**src/rtl/nctc_pkg.sv**
```systemverilog
// nctc_pkg: shared types, constants and codes for the nearest cell transition counter
// no dependencies
`default_nettype none
package nctc_pkg;
  localparam int unsigned MaxCells  = 64;
  localparam int unsigned MaxDates  = 32;
  localparam int unsigned CoordW    = 24;
  localparam int unsigned DistW     = 49;
  localparam int unsigned CountW    = 32;
  localparam int unsigned NumCellsW = 7;
  localparam int unsigned NumDatesW = 6;

  typedef enum logic [1:0] {
    CMD_LOAD     = 2'd0,
    CMD_CLASSIFY = 2'd1,
    CMD_READ     = 2'd2,
    CMD_NONE     = 2'd3
  } cmd_e;

  typedef enum logic {
    REG_NUM_CELLS = 1'b0,
    REG_NUM_DATES = 1'b1
  } reg_idx_e;

  typedef enum logic [3:0] {
    ST_CLEAR,
    ST_IDLE,
    ST_SCAN,
    ST_SCAN_LAST,
    ST_CNT_RD,
    ST_CNT_WAIT,
    ST_CNT_WR,
    ST_OUT
  } state_e;

  // scan unit control from sequencer
  typedef struct packed {
    logic start;
    logic valid;
    logic last;
  } scan_ctrl_t;
endpackage
`default_nettype wire

```
**src/rtl/nctc_scan.sv**
```systemverilog
// nctc_scan: squared distance pipeline and running minimum over codebook reads
// depends on nctc_pkg
`default_nettype none
module nctc_scan #(
  parameter int unsigned CellW = 6
) (
  input  wire logic                        clk_i,
  input  wire logic                        rst_ni,
  input  wire nctc_pkg::scan_ctrl_t        ctrl_i,
  input  wire logic [CellW-1:0]            idx_i,
  input  wire logic [nctc_pkg::CoordW-1:0] px_i,
  input  wire logic [nctc_pkg::CoordW-1:0] py_i,
  input  wire logic [2*nctc_pkg::CoordW-1:0] entry_i,
  output logic                             done_o,
  output logic [CellW-1:0]                 best_o,
  output logic [nctc_pkg::DistW-1:0]       dist_o
);
  localparam int unsigned CW = nctc_pkg::CoordW;

  logic [CW-1:0]     dx, dy, ex, ey;
  logic [2*CW-1:0]   sqx_q, sqy_q;
  logic              v1_q, l1_q, s1_q;
  logic [CellW-1:0]  i1_q;
  logic [nctc_pkg::DistW-1:0] d;
  logic [nctc_pkg::DistW-1:0] best_d_q;
  logic [CellW-1:0]  best_q;
  logic              done_q;

  // absolute differences and squared distance sum
  always_comb begin
    ex = entry_i[CW-1:0];
    ey = entry_i[2*CW-1:CW];
    dx = (px_i >= ex) ? px_i - ex : ex - px_i;
    dy = (py_i >= ey) ? py_i - ey : ey - py_i;
    d  = {1'b0, sqx_q} + {1'b0, sqy_q};
  end

  // square stage
  always_ff @(posedge clk_i or negedge rst_ni) begin
    if (!rst_ni) begin
      v1_q <= 1'b0;
      l1_q <= 1'b0;
      s1_q <= 1'b0;
    end else begin
      v1_q <= ctrl_i.valid;
      l1_q <= ctrl_i.valid & ctrl_i.last;
      s1_q <= ctrl_i.valid & ctrl_i.start;
    end
  end

  always_ff @(posedge clk_i) begin
    sqx_q <= dx * dx;
    sqy_q <= dy * dy;
    i1_q  <= idx_i;
  end

  // running minimum, lowest index wins a tie
  always_ff @(posedge clk_i or negedge rst_ni) begin
    if (!rst_ni) begin
      done_q <= 1'b0;
    end else begin
      done_q <= v1_q & l1_q;
    end
  end

  always_ff @(posedge clk_i) begin
    if (v1_q && (s1_q || d < best_d_q)) begin
      best_d_q <= d;
      best_q   <= i1_q;
    end
  end

  assign done_o = done_q;
  assign best_o = best_q;
  assign dist_o = best_d_q;
endmodule
`default_nettype wire

```
**config.mk**
```make
export PLATFORM = sky130hd
export DESIGN_NAME = nctc_scan
export DESIGN_NICKNAME = d
export VERILOG_FILES = /design/src/rtl/nctc_pkg.sv /design/src/rtl/nctc_scan.sv
export SDC_FILE = /design/constraint.sdc
export NUM_CORES = 2
export LEC_CHECK = 0
export ABC_AREA = 1
export CORE_UTILIZATION = 45
export CTS_BUF_LIST = sky130_fd_sc_hd__clkbuf_4 sky130_fd_sc_hd__clkbuf_8
export CTS_CLUSTER_DIAMETER = 150
export DETAILED_ROUTE_END_ITERATION = 12
export DONT_BUFFER_PORTS = 1
export SLEW_MARGIN = 20
export SYNTH_ARGS = -nofsm -noshare
export SYNTH_HDL_FRONTEND = slang
export SYNTH_SLANG_ARGS = --single-unit
```
**constraint.sdc**
```tcl
create_clock -name clk_i -period 17.5 [get_ports clk_i]
set_input_delay 1.75 -clock clk_i [delete_from_list [all_inputs] [get_ports clk_i]]
set_output_delay 1.75 -clock clk_i [all_outputs]
set_load 0.005 [all_outputs]
```
=== Yosys cells after proc, flatten, opt, wreduce, memory -nomap -nowiden ===
Cells that the tools add are included.

* Register bits after elaboration: 161
* Bits of input ports: 107
* Output and inout port bits: 56
* Logic and storage cells: 26

* $add $sub $neg: 5
* Multipliers: 2
* $lt $le $gt $ge: 3
* Mux-type cells: 2
* Bitwise logic cells: 3
* Reductions and logical operators: 2

{| class="wikitable"
|+ Operators with widths
! cell !! count
|-
| $mul 24x24->48 || 2
|-
| $sub 24x24->24 || 4
|-
| $add 48x48->49 || 1
|-
| $lt 49x49->1 || 1
|-
| $ge 24x24->1 || 2
|-
| $mux 24 || 2
|-
| $and 1x1->1 || 3
|-
| $logic_and 1x1->1 || 1
|-
| $logic_or 1x1->1 || 1
|}

=== Depth between registers and ports, before layout ===
* Word-level depth: 4
* Depth in mapped cells: 48
* Depth with buffers taken out: 44

=== Least setup slack after synthesis ===
OpenSTA, ideal clock, no wires.

* Kind: input to register
* Start point: in px_i[0] (netlist bit)
* End point: reg sqx_q[35]
* Library setup time: 123 ps
* Arrival: 8936 ps
* Data required time: 17377 ps
* Setup slack: 8440 ps
* Stages: 39
* Path buffers: 2
* Cells stage by stage: inv_1 ha_1 inv_1 fa_1 nand3_1 nand2_1 nand2_1 nand3_1 nand2_1 nand3_2 buf_4 buf_6 nand2_1 nand2_1 inv_1 nand2_1 fa_1 inv_1 (+3 left out) inv_1 fa_1 inv_1 fa_1 inv_1 fa_1 inv_1 fa_1 inv_1 ha_1 a21oi_1 o21ai_0 o21bai_1 nand2_1 nand3_1 a21oi_1 o21bai_1 xor2_1

* Word-level cells in the longest chain between the ends: 3
* Elaborated cells on any way between the ends: 5
* Those cells by class: add/sub (2); mul (1); order compare (1); mux (1)

{| class="wikitable"
|+ RTL lines
! element !! line !! RTL
|-
| start: declaration || nctc_scan.sv:11 || <nowiki>input wire logic [nctc_pkg::CoordW-1:0] px_i,</nowiki>
|-
| $sub 24x24->24 / $ge 24x24->1 (equally long branches) || nctc_scan.sv:33 || <nowiki>dx = (px_i >= ex) ? px_i - ex : ex - px_i;</nowiki>
|-
| $mux 24 * || nctc_scan.sv:33 ||
|-
| $mul 24x24->48 * || nctc_scan.sv:52 || <nowiki>sqx_q <= dx * dx;</nowiki>
|-
| end signal: assignment || nctc_scan.sv:52 ||
|-
| end: declaration || nctc_scan.sv:21 || <nowiki>logic [2*CW-1:0] sqx_q, sqy_q;</nowiki>
|}

Mark *: on every way between the ends. The rest lies on a longest branch, timed or not.
A chain may end at the register's enable or synchronous reset.

=== Worst setup path in the final report ===
* Start point: in px_i[0] (netlist bit)
* End point: reg sqx_q[45]

Same word-level chain as after synthesis.

==> impl_metrics.yaml <==
run_status:
  status: "complete, no violations"
worst_setup_path:
  r2r_slack_ns: 12.71
  crit_path_max_incr_delay_ns: 0.74
  path_max_fanout: 25
  critical_path_arrival_ns: 11.38
  start_kind: "input port"
  end_kind: "flop"
  crit_type: "in2reg"
  slowest_stage: "xor2_2"
  crit_required_ns: 17.85
sta:
  relSlewSlack: 0.316
  setup_viol: 0
  rsz0062_at_grt: "false"
  period_share: 0.630
  fmax_mhz: 90.6
  tightest_slew_ns: 1.02
  skew_ns: 0.0222
  slew_viol_final: 0
  setup_ws_ns: 6.47
  setup_tns_ns: 0
  hold_violations: 0
  min_period_ns: 11.03
grt:
  grt_max_degree: 56
  track_usage: 0.251
  antenna_found_initial: 0
  grt_overflow_total: 0
  grt_pass1_vias: 39600
  grt_pass1_wl_mm: 211
layout:
  insertedDiodeCount: 0
  multi_input_area_sq_um: 36700
  layout-drive-gt1-share: 0.0268
  regArea_sq_um: 3750
  layout.nets: 7555
  fillers: 10400
  area_growth_pct: 3.84
clock_tree:
  post_cts_buffers: 0
  root_buffer: "clkbuf_8"
  cts_htree_levels: 4
  clk_path_buf_depth: 2
  ctsHoldBuffers: 0
  clkLatencyLatePin_ns: 0.46
  cts_tree: "built"
  cts_buffers: 17
  cts_sinks: 159
  path_clk_slew_ns: 0.10
  cts_resized: 0
placement:
  dp_slack_ns: 6.13
  portBuffers: 0
  place_hpwl_mm: 114
  gp_congestion: 0.947
drt:
  drc: 0
  drt_pass1_iterations: 6
  drt-initial-drc-count: 2375
  wl_per_cell_microns: 17.7
  ant_nets: 0
  wl_mm: 132
  vias_per_cell: 5.07
  vias: 37800
synth:
  syn_inst: 6118
  ys_seq_elements: 159
  yosys_warnings: 0
  synth_area_sq_um: 47400
  yosysUniqueCellTypes: 54
  synthArstFlopShare: 0.0252
  synth.avg_cell_area_sq_um: 7.76
  synth_ff_type: "dfxtp_1"
  synth-edff-count: 55
  synth_nets: 7606
  seq_area_frac_synth: 0.0791
floorplanning:
  fp.dieH_microns: 327
  rows: 118
  core_sq_um: 104000
  dieArea_sq_um: 107000
  initial_core_util: 0.456
  io_pins: 163
  die_x_microns: 327
worst_hold_path:
  hp-class: "reg2reg"
flow_run:
  maxCapViolations: 0
==> state kept, by name, indices dropped and copies added, names as in the netlist <==
register  count
sqx_q        47
l1_q          1
sqy_q        47
i1_q          6
v1_q          1
s1_q          1
done_o        1
best_o        6
dist_o       49
==> stage by stage <==
step                area (sq um)   util  hold slack, ns  instances
finish                     49300  0.473           0.404       7460
global route               49300  0.473           0.413       7460
CTS                        49300  0.473           0.402       7460
detailed placement         48800  0.469           0.389       7428
global placement           48800  0.469           0.386       7428
floorplan                  47400      -           0.386       6118
==> path summary, 6_finish.rpt <==
kind,depth (start not counted),end,startpoint
max in group asynchronous,0,v1_q$_DFF_PN0_,rst_ni
min,0,best_o[4]$_DFFE_PP_,i1_q[4]$_DFF_P_
min reg2reg,0,best_o[4]$_DFFE_PP_,i1_q[4]$_DFF_P_
max,38,sqx_q[45]$_DFF_P_,px_i[0]
min in group asynchronous,0,done_o$_DFF_PN0_,rst_ni
max reg2reg,20,dist_o[14]$_DFFE_PP_,sqx_q[3]$_DFF_P_
==> kinds of logic (layout without fill, tap and decap cells) <==
group / after synthesis / after routing / share of synthesized area
DFF: 159 / 159 / 0.0791
buffers and inverters: 1827 / 1789 / 0.148
and+or+nand+nor: 1980 / 1980 / 0.168
xor gates and xnor gates: 203 / 203 / 0.0384
adders and majority gates: 1381 / 1381 / 0.498
AOI/OAI and AO/OA: 568 / 568 / 0.0682
==> per-layer routing <==
layer	vias up	routed length, microns	global-route usage
met1	18400	59700	0.351
met2	1265	60400	0.415
met5	-	0	0
li1	18000	-	-
met4	0	3210	0.0592
met3	167	8460	0.0283
==> area by class of cell <==
class / instances / share of cell area
multi-input combinational: 4132 / 0.744
inverter: 1733 / 0.132
sequential: 159 / 0.0762
tap: 1380 / 0.0350
clock buffer: 18 / 0.00503
clock inverter: 14 / 0.00396
timing repair buffer: 24 / 0.00366
==> synthesized netlist by cell type, drive strengths merged, types with 28 or more instances <==
library cell	n	area, sq um
a21o	32	240
a21oi	278	1400
a31oi	32	200
buf	69	428
dfxtp	100	2000
edfxtp	55	1650
fa	847	17000
ha	534	6680
inv	1726	6480
nand2	1031	3930
nand3	146	748
nor2	725	2810
nor3	28	145
o21ai	139	726
o21bai	42	315
xnor2	46	403
xor2	157	1420
==> critical path: cells and delay by family <==
family                     cells  cell delay [ns]
adders and majority gates     10             4.45
buffers and inverters         10             1.43
AOI/OAI and AO/OA              4             0.92
xor gates and xnor gates       2             0.87
and+or+nand+nor               12             1.93
==> cell usage in the layout, fill, tap and decap left out, drive strengths merged, types with 11 or more instances in the layout <==
cell	Yosys	routed
xor2	157	157
fa	847	847
nor3	28	28
a31oi	32	32
o21ai	139	139
xnor2	46	46
nor2	725	725
nand3	146	146
buf	69	24
ha	534	534
edfxtp	55	55
a21o	32	32
and3	11	11
inv	1726	1733
dfxtp	100	100
a21oi	278	278
o21bai	42	42
clkbuf	25	18
clkinv	7	11
nand2	1031	1031
nand4	19	19
Power is not shown: default switching activity piles up to over one toggle a cycle in this logic, so the estimate is an artifact.
